--- src/bale_pkg.sv ---
`timescale 1ns / 1ps
// Shared types and constants of the bounded array list engine.
// Used by the controller, the datapath, the top level and the checker.
package bale_pkg;

  localparam int DEPTH    = 16;
  localparam int ADDR_W   = (DEPTH > 1) ? $clog2(DEPTH) : 1;
  localparam int CNT_W    = 5;
  localparam int SLOT_W   = 4;
  localparam int WORD_W   = 32;
  localparam int CAP_LIM  = (DEPTH < 16) ? DEPTH : 16;

  localparam logic [2:0] OP_APPEND = 3'd0;
  localparam logic [2:0] OP_INSERT = 3'd1;
  localparam logic [2:0] OP_SET    = 3'd2;
  localparam logic [2:0] OP_GET    = 3'd3;
  localparam logic [2:0] OP_SEARCH = 3'd4;

  localparam logic [1:0] ST_OK    = 2'd0;
  localparam logic [1:0] ST_FULL  = 2'd1;
  localparam logic [1:0] ST_RANGE = 2'd2;
  localparam logic [1:0] ST_NONE  = 2'd3;

  typedef enum logic [1:0] {WA_FILL, WA_POS, WA_IDX} waddr_sel_e;
  typedef enum logic [1:0] {RA_POS, RA_IDX_M1, RA_IDX} raddr_sel_e;
  typedef enum logic [1:0] {SL_ZERO, SL_POS, SL_FILL, SL_PEND} slot_sel_e;
  typedef enum logic [1:0] {WD_ZERO, WD_ITEM, WD_RDATA, WD_PEND} word_sel_e;

  typedef struct packed {
    logic       latch;
    logic       mem_we;
    waddr_sel_e waddr_sel;
    logic       wdata_rd;
    logic       mem_re;
    raddr_sel_e raddr_sel;
    logic       count_inc;
    logic       idx_load_top;
    logic       idx_clr;
    logic       idx_dec;
    logic       idx_inc;
    logic       pend_clr;
    logic       pend_set;
    logic       emit;
    logic [1:0] emit_status;
    slot_sel_e  emit_slot;
    word_sel_e  emit_word;
    logic       emit_last;
  } ctrl_cmd_t;

  typedef struct packed {
    logic [2:0] op;
    logic       full;
    logic       pos_gt_fill;
    logic       pos_ge_cap;
    logic       get_range;
    logic       idx_gt_pos;
    logic       idx_lt_cap;
    logic       match;
    logic       pend_valid;
    logic       out_free;
  } dp_status_t;

endpackage

--- src/bale_dp.sv ---
`timescale 1ns / 1ps
// Datapath: slot store with valid bits, fill count, capacity register,
// scan index, pending match and output register. Depends on bale_pkg.
module bale_dp import bale_pkg::*; (
  input  logic                     clk_i,
  input  logic                     rst_ni,
  input  logic [2:0]               operation_i,
  input  logic [SLOT_W-1:0]        position_i,
  input  logic signed [WORD_W-1:0] data_word_i,
  input  logic                     cfg_we_i,
  input  logic [CNT_W-1:0]         cfg_wdata_i,
  input  ctrl_cmd_t                cmd_i,
  output dp_status_t               stat_o,
  input  logic                     out_ready_i,
  output logic                     out_valid_o,
  output logic [1:0]               status_o,
  output logic [SLOT_W-1:0]        slot_o,
  output logic signed [WORD_W-1:0] read_word_o,
  output logic [CNT_W-1:0]         entry_count_o,
  output logic                     last_o
);

  localparam logic [CNT_W-1:0] CapLim = CNT_W'(CAP_LIM);

  logic [WORD_W-1:0] mem_q [DEPTH];
  logic [DEPTH-1:0]  valid_q;
  logic [WORD_W-1:0] rdata_q;
  logic              rok_q;
  logic [WORD_W-1:0] rd_word;

  logic [2:0]               op_q;
  logic [SLOT_W-1:0]        pos_q;
  logic signed [WORD_W-1:0] word_q;

  logic [CNT_W-1:0] cfg_q;
  logic [CNT_W-1:0] cap;
  logic [CNT_W-1:0] fill_q, fill_d;
  logic [CNT_W-1:0] idx_q, idx_d;
  logic [CNT_W-1:0] pos_ext;

  logic              pend_q, pend_d;
  logic [SLOT_W-1:0] pend_slot_q;
  logic [WORD_W-1:0] pend_word_q;

  logic [ADDR_W-1:0] waddr, raddr;
  logic [WORD_W-1:0] wdata;

  logic              out_valid_q, out_valid_d;
  logic [1:0]        out_status_q;
  logic [SLOT_W-1:0] out_slot_q, slot_sel;
  logic [WORD_W-1:0] out_word_q, word_sel;
  logic [CNT_W-1:0]  out_count_q;
  logic              out_last_q;

  assign pos_ext = CNT_W'(pos_q);
  assign rd_word = rok_q ? rdata_q : '0;

  always_comb begin
    if (cfg_q == '0) begin
      cap = CNT_W'(1);
    end else if (cfg_q > CapLim) begin
      cap = CapLim;
    end else begin
      cap = cfg_q;
    end
  end

  always_comb begin
    case (cmd_i.waddr_sel)
      WA_FILL: waddr = ADDR_W'(fill_q);
      WA_POS:  waddr = ADDR_W'(pos_q);
      default: waddr = ADDR_W'(idx_q);
    endcase
    case (cmd_i.raddr_sel)
      RA_POS:    raddr = ADDR_W'(pos_q);
      RA_IDX_M1: raddr = ADDR_W'(idx_q - CNT_W'(1));
      default:   raddr = ADDR_W'(idx_q);
    endcase
    wdata = cmd_i.wdata_rd ? rd_word : word_q;
  end

  always_ff @(posedge clk_i) begin
    if (cmd_i.mem_we) begin
      mem_q[waddr] <= wdata;
    end
    if (cmd_i.mem_re) begin
      rdata_q <= mem_q[raddr];
    end
    if (cmd_i.latch) begin
      op_q   <= operation_i;
      pos_q  <= position_i;
      word_q <= data_word_i;
    end
    if (cmd_i.pend_set) begin
      pend_slot_q <= SLOT_W'(idx_q);
      pend_word_q <= rd_word;
    end
    if (cmd_i.emit) begin
      out_status_q <= cmd_i.emit_status;
      out_slot_q   <= slot_sel;
      out_word_q   <= word_sel;
      out_count_q  <= fill_d;
      out_last_q   <= cmd_i.emit_last;
    end
  end

  always_comb begin
    fill_d = cmd_i.count_inc ? fill_q + CNT_W'(1) : fill_q;
    idx_d  = idx_q;
    if (cmd_i.idx_load_top) begin
      idx_d = cap - CNT_W'(1);
    end else if (cmd_i.idx_clr) begin
      idx_d = '0;
    end else if (cmd_i.idx_dec) begin
      idx_d = idx_q - CNT_W'(1);
    end else if (cmd_i.idx_inc) begin
      idx_d = idx_q + CNT_W'(1);
    end
    pend_d = pend_q;
    if (cmd_i.pend_clr) begin
      pend_d = 1'b0;
    end else if (cmd_i.pend_set) begin
      pend_d = 1'b1;
    end
    out_valid_d = out_valid_q;
    if (cmd_i.emit) begin
      out_valid_d = 1'b1;
    end else if (out_ready_i) begin
      out_valid_d = 1'b0;
    end
  end

  always_comb begin
    case (cmd_i.emit_slot)
      SL_POS:  slot_sel = pos_q;
      SL_FILL: slot_sel = SLOT_W'(fill_q);
      SL_PEND: slot_sel = pend_slot_q;
      default: slot_sel = '0;
    endcase
    case (cmd_i.emit_word)
      WD_ITEM:  word_sel = word_q;
      WD_RDATA: word_sel = rd_word;
      WD_PEND:  word_sel = pend_word_q;
      default:  word_sel = '0;
    endcase
  end

  always_ff @(posedge clk_i or negedge rst_ni) begin
    if (!rst_ni) begin
      valid_q     <= '0;
      rok_q       <= 1'b0;
      cfg_q       <= CNT_W'(16);
      fill_q      <= '0;
      idx_q       <= '0;
      pend_q      <= 1'b0;
      out_valid_q <= 1'b0;
    end else begin
      if (cmd_i.mem_we) begin
        valid_q[waddr] <= 1'b1;
      end
      if (cmd_i.mem_re) begin
        rok_q <= valid_q[raddr];
      end
      if (cfg_we_i) begin
        cfg_q <= cfg_wdata_i;
      end
      fill_q      <= fill_d;
      idx_q       <= idx_d;
      pend_q      <= pend_d;
      out_valid_q <= out_valid_d;
    end
  end

  assign stat_o.op          = op_q;
  assign stat_o.full        = (fill_q >= cap);
  assign stat_o.pos_gt_fill = (pos_ext > fill_q);
  assign stat_o.pos_ge_cap  = (pos_ext >= cap);
  assign stat_o.get_range   = (pos_ext >= fill_q) || (32'(pos_q) >= 32'(DEPTH));
  assign stat_o.idx_gt_pos  = (idx_q > pos_ext);
  assign stat_o.idx_lt_cap  = (idx_q < cap);
  assign stat_o.match       = (rd_word == word_q);
  assign stat_o.pend_valid  = pend_q;
  assign stat_o.out_free    = !out_valid_q || out_ready_i;

  assign out_valid_o   = out_valid_q;
  assign status_o      = out_status_q;
  assign slot_o        = out_slot_q;
  assign read_word_o   = out_word_q;
  assign entry_count_o = out_count_q;
  assign last_o        = out_last_q;

endmodule

--- src/bale_ctrl.sv ---
`timescale 1ns / 1ps
// Controller: sequences each operation over the datapath.
// Drives ctrl_cmd_t and reads dp_status_t, both from bale_pkg.
module bale_ctrl import bale_pkg::*; (
  input  logic       clk_i,
  input  logic       rst_ni,
  input  logic       in_valid_i,
  output logic       in_ready_o,
  input  dp_status_t stat_i,
  output ctrl_cmd_t  cmd_o
);

  localparam logic [2:0] S_IDLE    = 3'd0;
  localparam logic [2:0] S_EXEC    = 3'd1;
  localparam logic [2:0] S_SH_RD   = 3'd2;
  localparam logic [2:0] S_SH_WR   = 3'd3;
  localparam logic [2:0] S_INS_FIN = 3'd4;
  localparam logic [2:0] S_GET     = 3'd5;
  localparam logic [2:0] S_SR_RD   = 3'd6;
  localparam logic [2:0] S_SR_CMP  = 3'd7;

  logic [2:0] state_q, state_d;

  assign in_ready_o = (state_q == S_IDLE);

  always_comb begin
    state_d = state_q;
    cmd_o   = '0;
    unique case (state_q)
      S_IDLE: begin
        if (in_valid_i) begin
          cmd_o.latch = 1'b1;
          state_d     = S_EXEC;
        end
      end
      S_EXEC: begin
        if (stat_i.out_free) begin
          state_d = S_IDLE;
          case (stat_i.op)
            OP_APPEND: begin
              cmd_o.emit      = 1'b1;
              cmd_o.emit_last = 1'b1;
              if (stat_i.full) begin
                cmd_o.emit_status = ST_FULL;
                cmd_o.emit_slot   = SL_ZERO;
                cmd_o.emit_word   = WD_ZERO;
              end else begin
                cmd_o.mem_we      = 1'b1;
                cmd_o.waddr_sel   = WA_FILL;
                cmd_o.count_inc   = 1'b1;
                cmd_o.emit_status = ST_OK;
                cmd_o.emit_slot   = SL_FILL;
                cmd_o.emit_word   = WD_ITEM;
              end
            end
            OP_INSERT: begin
              if (stat_i.full || stat_i.pos_gt_fill) begin
                cmd_o.emit        = 1'b1;
                cmd_o.emit_last   = 1'b1;
                cmd_o.emit_status = stat_i.full ? ST_FULL : ST_RANGE;
                cmd_o.emit_slot   = SL_POS;
                cmd_o.emit_word   = WD_ZERO;
              end else begin
                cmd_o.idx_load_top = 1'b1;
                state_d            = S_SH_RD;
              end
            end
            OP_SET: begin
              cmd_o.emit      = 1'b1;
              cmd_o.emit_last = 1'b1;
              cmd_o.emit_slot = SL_POS;
              if (stat_i.pos_ge_cap) begin
                cmd_o.emit_status = ST_RANGE;
                cmd_o.emit_word   = WD_ZERO;
              end else begin
                cmd_o.mem_we      = 1'b1;
                cmd_o.waddr_sel   = WA_POS;
                cmd_o.emit_status = ST_OK;
                cmd_o.emit_word   = WD_ITEM;
              end
            end
            OP_GET: begin
              if (stat_i.get_range) begin
                cmd_o.emit        = 1'b1;
                cmd_o.emit_last   = 1'b1;
                cmd_o.emit_status = ST_RANGE;
                cmd_o.emit_slot   = SL_POS;
                cmd_o.emit_word   = WD_ZERO;
              end else begin
                cmd_o.mem_re    = 1'b1;
                cmd_o.raddr_sel = RA_POS;
                state_d         = S_GET;
              end
            end
            OP_SEARCH: begin
              cmd_o.pend_clr = 1'b1;
              cmd_o.idx_clr  = 1'b1;
              state_d        = S_SR_RD;
            end
            default: begin
              state_d = S_IDLE;
            end
          endcase
        end
      end
      S_SH_RD: begin
        if (stat_i.idx_gt_pos) begin
          cmd_o.mem_re    = 1'b1;
          cmd_o.raddr_sel = RA_IDX_M1;
          state_d         = S_SH_WR;
        end else begin
          state_d = S_INS_FIN;
        end
      end
      S_SH_WR: begin
        cmd_o.mem_we    = 1'b1;
        cmd_o.waddr_sel = WA_IDX;
        cmd_o.wdata_rd  = 1'b1;
        cmd_o.idx_dec   = 1'b1;
        state_d         = S_SH_RD;
      end
      S_INS_FIN: begin
        if (stat_i.out_free) begin
          cmd_o.mem_we      = 1'b1;
          cmd_o.waddr_sel   = WA_POS;
          cmd_o.count_inc   = 1'b1;
          cmd_o.emit        = 1'b1;
          cmd_o.emit_last   = 1'b1;
          cmd_o.emit_status = ST_OK;
          cmd_o.emit_slot   = SL_POS;
          cmd_o.emit_word   = WD_ITEM;
          state_d           = S_IDLE;
        end
      end
      S_GET: begin
        if (stat_i.out_free) begin
          cmd_o.emit        = 1'b1;
          cmd_o.emit_last   = 1'b1;
          cmd_o.emit_status = ST_OK;
          cmd_o.emit_slot   = SL_POS;
          cmd_o.emit_word   = WD_RDATA;
          state_d           = S_IDLE;
        end
      end
      S_SR_RD: begin
        if (stat_i.idx_lt_cap) begin
          cmd_o.mem_re    = 1'b1;
          cmd_o.raddr_sel = RA_IDX;
          state_d         = S_SR_CMP;
        end else if (stat_i.out_free) begin
          cmd_o.emit      = 1'b1;
          cmd_o.emit_last = 1'b1;
          if (stat_i.pend_valid) begin
            cmd_o.emit_status = ST_OK;
            cmd_o.emit_slot   = SL_PEND;
            cmd_o.emit_word   = WD_PEND;
          end else begin
            cmd_o.emit_status = ST_NONE;
            cmd_o.emit_slot   = SL_ZERO;
            cmd_o.emit_word   = WD_ZERO;
          end
          state_d = S_IDLE;
        end
      end
      S_SR_CMP: begin
        if (!stat_i.match) begin
          cmd_o.idx_inc = 1'b1;
          state_d       = S_SR_RD;
        end else if (!stat_i.pend_valid || stat_i.out_free) begin
          if (stat_i.pend_valid) begin
            cmd_o.emit        = 1'b1;
            cmd_o.emit_last   = 1'b0;
            cmd_o.emit_status = ST_OK;
            cmd_o.emit_slot   = SL_PEND;
            cmd_o.emit_word   = WD_PEND;
          end
          cmd_o.pend_set = 1'b1;
          cmd_o.idx_inc  = 1'b1;
          state_d        = S_SR_RD;
        end
      end
      default: begin
        state_d = S_IDLE;
      end
    endcase
  end

  always_ff @(posedge clk_i or negedge rst_ni) begin
    if (!rst_ni) begin
      state_q <= S_IDLE;
    end else begin
      state_q <= state_d;
    end
  end

endmodule

--- src/bounded_array_list_engine.sv ---
`timescale 1ns / 1ps
// Bounded array list engine: a list of up to sixteen signed 32-bit words in a
// single-port store with registered read. One word is taken at a time. Insert
// shifts the slots from the top of capacity down to the position one by one, and
// search reads and compares every slot below capacity in turn; the engine holds
// before each result while the output side stalls. The one store port moves or
// compares one slot at a time. A new word is taken while the last result still
// waits in the output register. No clearing pass: per-slot valid bits make the
// store read as zero from reset. Depends on bale_pkg, bale_ctrl and bale_dp.
module bounded_array_list_engine import bale_pkg::*; (
  input  logic                     clk_i,
  input  logic                     rst_ni,
  input  logic                     in_valid_i,
  output logic                     in_ready_o,
  input  logic [2:0]               operation_i,
  input  logic [SLOT_W-1:0]        position_i,
  input  logic signed [WORD_W-1:0] data_word_i,
  input  logic                     cfg_we_i,
  input  logic [CNT_W-1:0]         cfg_wdata_i,
  output logic                     out_valid_o,
  input  logic                     out_ready_i,
  output logic [1:0]               status_o,
  output logic [SLOT_W-1:0]        slot_o,
  output logic signed [WORD_W-1:0] read_word_o,
  output logic [CNT_W-1:0]         entry_count_o,
  output logic                     last_o
);

  ctrl_cmd_t  cmd;
  dp_status_t stat;

  bale_ctrl u_ctrl (
    .clk_i      (clk_i),
    .rst_ni     (rst_ni),
    .in_valid_i (in_valid_i),
    .in_ready_o (in_ready_o),
    .stat_i     (stat),
    .cmd_o      (cmd)
  );

  bale_dp u_dp (
    .clk_i         (clk_i),
    .rst_ni        (rst_ni),
    .operation_i   (operation_i),
    .position_i    (position_i),
    .data_word_i   (data_word_i),
    .cfg_we_i      (cfg_we_i),
    .cfg_wdata_i   (cfg_wdata_i),
    .cmd_i         (cmd),
    .stat_o        (stat),
    .out_ready_i   (out_ready_i),
    .out_valid_o   (out_valid_o),
    .status_o      (status_o),
    .slot_o        (slot_o),
    .read_word_o   (read_word_o),
    .entry_count_o (entry_count_o),
    .last_o        (last_o)
  );

endmodule

--- config.mk ---
export PLATFORM = sky130hd
export DESIGN_NAME = bounded_array_list_engine
export DESIGN_NICKNAME = d
export VERILOG_FILES = /design/src/bale_pkg.sv /design/src/bale_dp.sv /design/src/bale_ctrl.sv /design/src/bounded_array_list_engine.sv
export SDC_FILE = /design/constraint.sdc
export NUM_CORES = 1
export LEC_CHECK = 0
export ABC_AREA = 1
export BUFFER_PORTS_ARGS = -buffer_cell sky130_fd_sc_hd__buf_2
export CAP_MARGIN = 25
export CORE_MARGIN = 10
export CORE_UTILIZATION = 42
export DETAILED_ROUTE_END_ITERATION = 10
export PLACE_DENSITY_LB_ADDON = 0.3
export SYNTH_ARGS = -nofsm -noshare
export SYNTH_HDL_FRONTEND = slang
export SYNTH_HIERARCHICAL = 1
export SYNTH_SLANG_ARGS = --single-unit
--- constraint.sdc ---
create_clock -name clk_i -period 4.7 [get_ports clk_i]
set_input_delay 0.94 -clock clk_i [delete_from_list [all_inputs] [get_ports clk_i]]
set_output_delay 0.94 -clock clk_i [all_outputs]
set_load 0.01 [all_outputs]
==> impl_metrics.json, run 1 <==
{
  "status": "finished clean",
  "finalHoldViolCount": 0,
  "synthSimpleGateAreaFrac": 0.119,
  "final_cells": 3677,
  "ir_drop_v": 0.000328,
  "highest_layer": "met5",
  "grt_usage": 0.180,
  "synth_area_per_cell_um2": 11.9,
  "synth_ff_type": "edfxtp_1",
  "report.final.slew_viol_count": 0,
  "yosys.area.top_type_share": 0.655,
  "worst-setup-path-type": "flop to flop",
  "synth_top_family_by_area": "simple AND/OR/NAND/NOR gates",
  "finalNetCount": 2748,
  "ys_seq_elements": 700,
  "synth_area_um2": 30400,
  "worst_pin_slew_ns": 1.03,
  "synth-edff-count": 663,
  "rsz0062_at_grt": "false",
  "io_buffers": 94,
  "synthXorXnorAreaFrac": 0.00750,
  "clock_sinks": 700,
  "rows": 98,
  "worst_path_largest_cell_delay_ns": 0.46,
  "maxCapViolCount": 0,
  "clkLatencyLatePin_ns": 0.63,
  "cp-start-kind": "flop",
  "p_leak_nw": 13.3,
  "clk_pin_slew_ns": 0.06,
  "wl_per_cell_um": 20.7,
  "path_cells": "inv_1 -> nand4_1 -> a21oi_1 -> ha_1 -> inv_1 -> a21boi_0 -> o21a_1 -> o21ai_0 -> a21oi_1 -> inv_1 -> nand2_1 -> nor2_1 -> nor2_1 -> inv_1 -> nand2_1 -> o22ai_1 -> a21oi_1 -> inv_1 -> nand3_1 -> nor2_4 -> buf_4",
  "post-route-min-period_ns": 4.29,
  "rrSetupSlack_ns": 0.41,
  "wl_met2_mm": 34.9,
  "chipHeight_um": 289,
  "routed_wl_mm": 76.1,
  "placed_cells": 3546,
  "cts_buffers": 75,
  "synth.distinct_cells": 46,
  "arrival_ns": 4.56,
  "cp_top_family": "simple AND/OR/NAND/NOR gates",
  "crit_buf_inv": 6,
  "num_io_pins": 95,
  "cts.htree.levels": 3,
  "grt_max_degree": 114,
  "worst_path_max_delay_cell": "nand3_1",
  "wl_met3_mm": 6.66,
  "slew_headroom": 0.317,
  "reg2reg_depth": 21,
  "cp_data_required_time_ns": 4.98,
  "cts-resized-gates": 0,
  "post_drt_via_cell_ratio": 5.40,
  "min_path_type": "flop to flop",
  "postCtsSetupBuffers": 0,
  "dp_hpwl_mm": 46.4,
  "p_per_area_nw_per_um2": 539,
  "synthMuxAreaShare": 0,
  "synthAdderAreaFrac": 0.0103,
  "dr.pass1.iters": 5,
  "max_clock_freq_mhz": 233,
  "ys_seq_area_frac": 0.686,
  "async_flop_share": 0.0529,
  "synthTopCellsByArea": "edfxtp_1 (66%), o211ai_1 (6.5%), nand2_1 (6.0%)",
  "fin_crit_sh": 0.912,
  "dr_total_vias": 19900,
  "drt-met1-wl_mm": 32.7,
  "setup.worst_path.end_class": "flop",
  "fillCellCount": 6352,
  "setup_viol": 0,
  "cts_root_buf": "clkbuf_16",
  "coreArea_um2": 71600,
  "die_x_um": 289,
  "synth_compound_area_frac": 0.0963,
  "grt_overflow_total": 0,
  "initial_core_util": 0.424,
  "first_global_vias": 19100,
  "synth.largest_area_cell": "edfxtp_1",
  "holdBufCountCts": 0,
  "n_antenna_cell": 0,
  "min_path_cells": 2,
  "routabilityCongestion": 0.868,
  "path_max_fanout": 19,
  "cts.path.max_buffers": 3,
  "drive_gt1_frac": 0.121,
  "tns_ns": 0,
  "fin_skew_ns": 0.0365,
  "hold_ws_ns": 0.460,
  "synth_fp_nets": 2621,
  "hp-start": "u_dp/valid_q[14]$_DFFE_PN0P_",
  "ys_warn_count": 6,
  "drt_iter0_drc": 2066,
  "reg2reg_to": "u_dp/mem_q[1][23]$_DFFE_PP_",
  "crit_top_cell": "inv_1",
  "worstHoldEndpoint": "u_dp/valid_q[14]$_DFFE_PN0P_",
  "synthCells": 2547,
  "postRouteAntennaNets": 0,
  "drc": 0,
  "reg2reg_from": "u_dp/cfg_q[2]$_DFFE_PN0P_",
  "grt_antenna_before_repair": 1,
  "cts_tree": "done",
  "dieArea_um2": 83500,
  "grt_pass1_wl_mm": 116,
  "area_delta_synth_final_pct": 13.8
}
cells in the final DEF (no fill, tap or decap), drive strengths merged, types with 31 or more instances in the layout:
| cell type | n |
|---|---|
| clkinv | 31 |
| nor2 | 70 |
| inv | 403 |
| o21ai | 84 |
| nand2 | 492 |
| dfrtp | 36 |
| clkbuf | 90 |
| buf | 181 |
| nand3 | 238 |
| edfxtp | 663 |
| o211ai | 263 |
Yosys cell counts (34+ instances only):
cell	instances
edfxtp_1	663
nand2_1	487
inv_1	392
o211ai_1	263
nand3_1	233
o21ai_0	82
nor2_1	66
buf_6	44
dfrtp_1	36
buf_2	34
per-stage QoR:
| step | total power, W | setup slack [ns] | cell area [um2] | util |
|---|---|---|---|---|
| 4_1_cts | 0.0187 | 0.450 | 34600 | 0.483 |
| 3_3_place_gp | 0.0128 | 0.503 | 32100 | 0.449 |
| 6_report | 0.0186 | 0.415 | 34600 | 0.483 |
| 2_1_floorplan | 0.0113 | 0.458 | 30400 | - |
| 5_1_grt | 0.0195 | 0.104 | 34600 | 0.483 |
| 3_5_place_dp | 0.0129 | 0.478 | 32200 | 0.449 |
logic make-up (layout without fill, tap and decap cells):
family | after synthesis | count (layout)
buffers and inverters | 534 | 714
AOI/OAI and AO/OA | 424 | 424
DFF | 700 | 700
xor gates and xnor gates | 26 | 26
and+or+nand+nor | 838 | 838
adders and majority gates | 25 | 25
worst register-to-register path: stages, from the launching register on:
cell,delay [ns]
dfrtp_1,0.39
inv_1,0.10
nand4_1,0.13
a21oi_1,0.42
ha_1,0.33
inv_1,0.05
a21boi_0,0.08
o21a_1,0.17
o21ai_0,0.15
a21oi_1,0.15
inv_1,0.08
nand2_1,0.05
nor2_1,0.16
nor2_1,0.08
inv_1,0.07
nand2_1,0.10
o22ai_1,0.13
a21oi_1,0.10
inv_1,0.10
nand3_1,0.46
nor2_4,0.27
buf_4,0.38
layer usage:
| metal | vias up | GRT usage |
|---|---|---|
| met2 | 810 | 0.286 |
| li1 | 9227 | - |
| met1 | 9693 | 0.249 |
| met3 | 120 | 0.0317 |
| met4 | 2 | 0.0579 |
| met5 | - | 0 |
layout make-up:
class	instances	area (um2)	share of cell area
Sequential cell	700	20800	0.603
Timing Repair Buffer	181	1400	0.0405
Clock inverter	40	442	0.0128
Tap cell	950	1190	0.0344
Inverter	403	1520	0.0438
Multi-Input combinational cell	1313	7220	0.209
Clock buffer	90	1980	0.0571
flip-flops by register name, indices dropped and copies added (netlist names):
register            flops
u_dp/fill_q             5
u_dp/pend_word_q       32
u_dp/pos_q              4
u_dp/word_q            32
u_dp/valid_q           16
u_dp/last_o             1
u_ctrl/state_q          3
u_dp/entry_count_o      5
u_dp/out_valid_o        1
u_dp/mem_q            512
u_dp/pend_slot_q        4
u_dp/slot_o             4
u_dp/status_o           2
u_dp/cfg_q              5
u_dp/rok_q              1
u_dp/read_word_o       32
u_dp/op_q               3
u_dp/idx_q              5
u_dp/pend_q             1
u_dp/rdata_q           32
how the worst max path moves through the flow:
stage                               from  slack, ns                             end  cells past startpoint
2_1_floorplan  u_dp/cfg_q[2]$_DFFE_PN0P_       0.46     u_dp/mem_q[12][0]$_DFFE_PP_                     21
3_3_place_gp      u_dp/rok_q$_DFFE_PN0P_       0.50  u_dp/read_word_o[29]$_DFFE_PP_                     18
3_5_place_dp   u_dp/cfg_q[2]$_DFFE_PN0P_       0.48     u_dp/mem_q[1][29]$_DFFE_PP_                     21
4_1_cts        u_dp/cfg_q[2]$_DFFE_PN0P_       0.45    u_dp/mem_q[14][10]$_DFFE_PP_                     21
5_1_grt        u_dp/cfg_q[2]$_DFFE_PN0P_       0.10     u_dp/mem_q[14][8]$_DFFE_PP_                     21
6_report       u_dp/cfg_q[2]$_DFFE_PN0P_       0.41     u_dp/mem_q[1][23]$_DFFE_PP_                     21
report_power, final:
| part | internal (W) | switching, W | leakage [nW] |
|---|---|---|---|
| Clock | 0.00340 | 0.00240 | 1.17 |
| Combinational | 0.00133 | 0.00338 | 5.76 |
| Sequential | 0.00783 | 0.000309 | 6.41 |
| Total | 0.0126 | 0.00609 | 13.3 |
Power figures use the tool's default switching activity.
==> run 2, diff against run 1 <==
==> constraint.sdc (replaced) <==
create_clock -name clk_i -period 4.7 [get_ports clk_i]
set_input_delay 0.705 -clock clk_i [delete_from_list [all_inputs] [get_ports clk_i]]
set_output_delay 0.705 -clock clk_i [all_outputs]
set_load 0.01 [all_outputs]
==> run 2 against run 1 <==
Against the previous run:
- cell count decreased by 0.24%
- cell area decreased by 0.75%
- core utilization shrank 0.36 points
- sequential share of layout area increased by 0.45 points
- largest power group unchanged
- combinational power hardly changed
- via count is 0.49% lower
- clock power is 7.1% lower
- non-clock buffer count is 6 lower
- critical endpoint is now u_dp/read_word_o[22]$_DFFE_PP_
- routed wire length down 0.19%
- sequential power about the same
==> impl_metrics.json, run 2 (synthesis gave the netlist of run 1 again) <==
{
  "drt_iter0_drc": 2051,
  "reg2reg_from": "u_dp/rok_q$_DFFE_PN0P_",
  "crit_start": "u_dp/rok_q$_DFFE_PN0P_",
  "reg2reg_to": "u_dp/read_word_o[22]$_DFFE_PP_",
  "setup_viol": 0,
  "mostFrequentLayoutCell": "edfxtp_1",
  "clk_pin_slew_ns": 0.06,
  "clkLatencyLatePin_ns": 0.61,
  "status": "finished clean",
  "placed_cells": 3538,
  "drt-met1-wl_mm": 33.0,
  "cts_tree": "done",
  "routed_wl_mm": 75.9,
  "initial_core_util": 0.424,
  "place_ws_ns": 0.411,
  "cp_data_required_time_ns": 5.04,
  "routabilityCongestion": 0.855,
  "clock_sinks": 700,
  "area_delta_synth_final_pct": 13.0,
  "final_cells": 3668,
  "setup.worst_path.end_class": "flop",
  "post-route-min-period_ns": 4.35,
  "worst_pin_slew_ns": 1.06,
  "rsz0062_at_grt": "false",
  "largest_reg_flops": 512,
  "place_area_um2": 32100,
  "min_path_type": "input pin to async pin",
  "cp-start-kind": "flop",
  "final_cell_mix": "edfxtp_1 (663), nand2_1 (486), inv_1 (391), o211ai_1 (263), nand3_1 (233)",
  "grt_max_degree": 148,
  "wl_met3_mm": 6.17,
  "drive_gt1_frac": 0.117,
  "grt_antenna_before_repair": 1,
  "p_per_area_nw_per_um2": 531,
  "cts_root_buf": "clkbuf_16",
  "fillCellCount": 6268,
  "finalNetCount": 2740,
  "rows": 98,
  "maxCapViolCount": 0,
  "dr_total_vias": 19800,
  "arrival_ns": 4.69,
  "coreArea_um2": 71600,
  "postRouteAntennaNets": 0,
  "fin_ws_ns": 0.347,
  "first_global_vias": 18800,
  "worst-setup-path-type": "flop to flop",
  "fin_area_um2": 34300,
  "die_x_um": 289,
  "drc": 0,
  "cts.htree.levels": 3,
  "p_leak_nw": 13.2,
  "chipHeight_um": 289,
  "regMostFlops": "u_dp/mem_q",
  "worstSetupEndpoint": "u_dp/read_word_o[22]$_DFFE_PP_",
  "dr.pass1.iters": 5,
  "io_buffers": 94,
  "dp_hpwl_mm": 45.3,
  "cts_buffers": 73,
  "path_max_fanout": 23,
  "post_drt_via_cell_ratio": 5.39,
  "grt_overflow_total": 0,
  "wl_per_cell_um": 20.7,
  "finalHoldViolCount": 0,
  "ir_drop_v": 0.000391,
  "tns_ns": 0,
  "grt_pass1_wl_mm": 113,
  "dieArea_um2": 83500,
  "wl_met2_mm": 35.1,
  "fin_crit_sh": 0.926,
  "grt_usage": 0.177,
  "rrSetupSlack_ns": 0.35,
  "final_core_util": 0.479,
  "slew_headroom": 0.296,
  "reg2reg_depth": 18,
  "report.final.slew_viol_count": 0,
  "highest_layer": "met4",
  "n_antenna_cell": 0,
  "num_io_pins": 95,
  "max_clock_freq_mhz": 230,
  "fin_skew_ns": 0.0222,
  "cts.path.max_buffers": 3
}
## run 2: critical path, stage by stage (launching register included)
cell	delay, ns
dfrtp_1	0.86
nand2_1	0.21
inv_1	0.15
nor2_1	0.05
nor3_1	0.20
nand2_1	0.07
nor3_1	0.43
nand4_1	0.14
nor2_1	0.26
nand3_1	0.17
nor2_4	0.16
a21oi_2	0.06
and2_1	0.16
nand2_1	0.11
inv_1	0.07
nand2_1	0.08
clkinv_1	0.42
a22oi_1	0.33
o21ai_0	0.15
## run 2: how the worst min path moves through the flow
stage / slack, ns / cells after the start / start / endpoint
finish: 0.23 / 1 / rst_ni / u_dp/cfg_q[0]$_DFFE_PN0P_
global placement: 0.44 / 2 / u_dp/valid_q[11]$_DFFE_PN0P_ / u_dp/valid_q[11]$_DFFE_PN0P_
global route: 0.26 / 1 / data_word_i[17] / u_dp/word_q[17]$_DFFE_PP_
floorplan: 0.41 / 0 / rst_ni / u_ctrl/state_q[0]$_DFFE_PN0P_
CTS: 0.24 / 1 / position_i[0] / u_dp/pos_q[0]$_DFFE_PP_
detailed placement: 0.45 / 2 / u_dp/valid_q[8]$_DFFE_PN0P_ / u_dp/valid_q[8]$_DFFE_PN0P_
## run 2: repair_timing
item / in CTS / in global routing
hold buffers: 0 / 0
setup endpoints to repair: 0 / 1
resized for setup: 0 / 1
buffers inserted: 0 / 0
## run 2: power by group
part,leakage (nW),switching (W),internal [W],total (W)
Combinational,5.73,0.00338,0.00132,0.00470
Clock,1.08,0.00233,0.00306,0.00539
Sequential,6.41,0.000316,0.00782,0.00814
Total,13.2,0.00603,0.0122,0.0182
## run 2: layer usage
metal | up-vias | GRT usage
li1 | 9229 | -
met1 | 9695 | 0.247
met2 | 725 | 0.281
met3 | 106 | 0.0279
met4 | 0 | 0.0576
met5 | - | 0
## run 2: metrics by stage
step,total power (W),hold slack [ns]
finish,0.0182,0.230
global route,0.0191,0.256
CTS,0.0183,0.244
detailed placement,0.0129,0.450
global placement,0.0128,0.440
floorplan,0.0113,0.409
## run 2: area by class of cell
cell class / count / area [um2] / area share
inverters: 403 / 1520 / 0.0441
flip-flops and latches: 700 / 20800 / 0.607
clock buffers: 90 / 1910 / 0.0557
multi-input cells: 1313 / 7230 / 0.211
well taps: 950 / 1190 / 0.0346
repair buffers: 175 / 1350 / 0.0392
clock inverters: 37 / 297 / 0.00864
==> run 3, diff against run 2 <==
- SYNTH_HIERARCHICAL: 1 -> default
==> run 3 against run 2 <==
Against the previous run:
- synthesized area shrank 1.5%
- routed wire length grew 2.2%
- power increased by 6.7%
- critical path depth is 4 lower
- cell count shrank 3.1%
==> impl_metrics.json, run 3 <==
{
  "power.switching_w": 0.00667,
  "max_clock_freq_mhz": 246,
  "arrival_ns": 4.31,
  "final_cell_mix": "edfxtp_1 (663), nand2_1 (401), o211ai_1 (285), inv_1 (260), o21ai_0 (176)",
  "fin_crit_sh": 0.865,
  "synth.distinct_cells": 43,
  "setup.worst_path.end_class": "flop",
  "dieArea_um2": 82300,
  "synth_area_um2": 29900,
  "fin_area_um2": 34300,
  "min_path_type": "input pin to flop",
  "postCtsSetupBuffers": 0,
  "clkPwrFrac": 0.295,
  "grt_pass1_wl_mm": 118,
  "sequentialPowerShare": 0.422,
  "cp_data_required_time_ns": 4.95,
  "wl_per_cell_um": 21.8,
  "mostFrequentLayoutCell": "edfxtp_1",
  "drt_iter0_drc": 2269,
  "ys_seq_area_frac": 0.696,
  "synthCells": 2443,
  "io_buffers": 94,
  "path_cells": "inv_2 -> nand2_1 -> ha_1 -> a21oi_1 -> o22ai_1 -> nor3_1 -> nand3_2 -> nand3_1 -> o21ai_1 -> nor2_1 -> nand2_1 -> buf_4 -> nor2_4 -> buf_4",
  "synth_ff_type": "edfxtp_1",
  "reg2reg_from": "u_dp.cfg_q[4]$_DFFE_PN1P_",
  "initial_core_util": 0.425,
  "dr.pass1.iters": 6,
  "post_drt_via_cell_ratio": 5.56,
  "rsz0062_at_grt": "false",
  "clkLatencyLatePin_ns": 0.63,
  "synth_fp_nets": 2517,
  "clock_sinks": 700,
  "grt_overflow_total": 0,
  "die_x_um": 287,
  "synth.most_common_cell": "edfxtp_1",
  "power_w": 0.0195,
  "num_io_pins": 95,
  "drive_gt1_frac": 0.129,
  "finalHoldViolCount": 0,
  "switching_share": 0.343,
  "grt_usage": 0.185,
  "seq_area_um2": 20800,
  "dp_hpwl_mm": 48.8,
  "yosys.area.top_type_share": 0.665,
  "synth.largest_area_cell": "edfxtp_1",
  "p_leak_nw": 12.4,
  "drc": 0,
  "grt_antenna_before_repair": 1,
  "coreArea_um2": 70400,
  "report.final.slew_viol_count": 0,
  "cts_buffers": 74,
  "worst_pin_slew_ns": 0.949,
  "fillCellCount": 6107,
  "chipHeight_um": 287,
  "status": "finished clean",
  "crit_start": "u_dp.cfg_q[4]$_DFFE_PN1P_",
  "worst-setup-path-type": "flop to flop",
  "fin_skew_ns": 0.0258,
  "slew_headroom": 0.367,
  "path_max_fanout": 32,
  "cts.htree.levels": 3,
  "async_flop_share": 0.0529,
  "cts_root_buf": "clkbuf_16",
  "regMostFlops": "u_dp.mem_q",
  "largest_reg_flops": 512,
  "postRouteAntennaNets": 0,
  "reg2reg_depth": 14,
  "first_global_vias": 19100,
  "synthTopCellsByArea": "edfxtp_1 (67%), o211ai_1 (7.1%), nand2_1 (5.0%)",
  "routabilityCongestion": 0.866,
  "n_antenna_cell": 0,
  "min_path_cells": 1,
  "dr_total_vias": 19800,
  "ys_seq_elements": 700,
  "cts.path.max_buffers": 3,
  "hp-start": "data_word_i[4]",
  "ir_drop_v": 0.000372,
  "area_delta_synth_final_pct": 14.8,
  "maxCapViolCount": 0,
  "p_per_area_nw_per_um2": 566,
  "post-route-min-period_ns": 4.07,
  "cp-start-kind": "flop",
  "cts_tree": "done",
  "grt_max_degree": 137,
  "routed_wl_mm": 77.6,
  "worst_path_largest_cell_delay_ns": 0.57,
  "synthTopCellsByCount": "edfxtp_1 (663), nand2_1 (402), o211ai_1 (285), inv_1 (260), o21ai_0 (183)",
  "tns_ns": 0,
  "p_int_w": 0.0128,
  "clk_pin_slew_ns": 0.06,
  "final_core_util": 0.488,
  "synth_area_per_cell_um2": 12.2,
  "synth-edff-count": 663,
  "ys_warn_count": 0,
  "rows": 97,
  "combPwrFrac": 0.284,
  "finalNetCount": 2629,
  "multi_input_area_um2": 7530,
  "setup_viol": 0,
  "worst_path_max_delay_cell": "dfstp_2",
  "place_area_um2": 31900
}
[run 3: cell types whose count changed in the layout (fill, tap and decap cells not counted), sizes merged, moves of 10 or more]
cell	delta
nand3	-119
nor2	-18
o21ai	+118
o211ai	+23
nand2	-85
a22oi	-18
clkbuf	+12
a21oi	+116
inv	-130
o221ai	-10
[run 3: layout make-up]
cell class,instances,share of cell area
Timing Repair Buffer,179,0.0411
Inverter,271,0.0296
Clock inverter,34,0.00925
Sequential cell,700,0.607
Tap cell,940,0.0342
Clock buffer,102,0.0597
Multi-Input combinational cell,1329,0.219
[run 3: cells by family after synthesis]
family	count (synthesis)	synth area share
XOR/XNOR	32	0.00937
flip-flops	700	0.696
AND/OR/NAND/NOR	616	0.0881
multiplexers	1	0.000376
AO/OA/AOI/OAI	655	0.136
buffers and inverters	414	0.0597
adder cells (fa/ha/maj)	25	0.0105
[run 3: through the flow]
stage	hold WS, ns	setup WS [ns]	instances
after floorplan	0.409	0.573	2443
after global placement	0.444	0.615	3416
after detailed placement	0.446	0.549	3417
after CTS	0.232	0.513	3553
after global routing	0.251	0.317	3555
final	0.260	0.633	3555
[run 3: layer usage]
layer	part of all wire	track usage	routed length (um)	vias up
met5	0.00022	0	17	-
met4	0.025	0.0579	1910	2
met3	0.091	0.0428	7050	122
met2	0.45	0.282	34700	839
met1	0.44	0.259	33900	9702
li1	-	-	-	9109
[run 3: worst paths after layout]
kind | end | slack, ns
worst min-delay path | u_dp.word_q[4]$_DFFE_PP_ | 0.26
min in group asynchronous | u_dp.idx_q[0]$_DFFE_PN0P_ | 0.49
max in group asynchronous | u_dp.cfg_q[4]$_DFFE_PN1P_ | 3.70
worst max-delay path | u_dp.mem_q[0][9]$_DFFE_PP_ | 0.63
worst max register to register | u_dp.mem_q[0][9]$_DFFE_PP_ | 0.63
worst min register to register | u_dp.valid_q[6]$_DFFE_PN0P_ | 0.46
[run 3: critical path: cells and delay by family, from the launching register on]
kind | cells | cell delay [ns]
buffers and inverters | 3 | 0.81
and+or+nand+nor | 7 | 1.69
DFF | 1 | 0.57
AOI/OAI and AO/OA | 3 | 0.31
adders and majority gates | 1 | 0.30
[run 3: timing repair]
action / 4_1_cts / 5_1_grt
hold buffers: 0 / 1
resized for setup: 0 / 0
hold endpoints to repair: 0 / 8
[run 3: power by group through the flow]
stage / sequential, W / combinational (W) / clock (W)
6_report: 0.00820 / 0.00552 / 0.00573
5_1_grt: 0.00824 / 0.00604 / 0.00608
4_1_cts: 0.00820 / 0.00550 / 0.00583
3_5_place_dp: 0.00832 / 0.00548 / 0
3_3_place_gp: 0.00832 / 0.00536 / 0
2_1_floorplan: 0.00835 / 0.00325 / 0
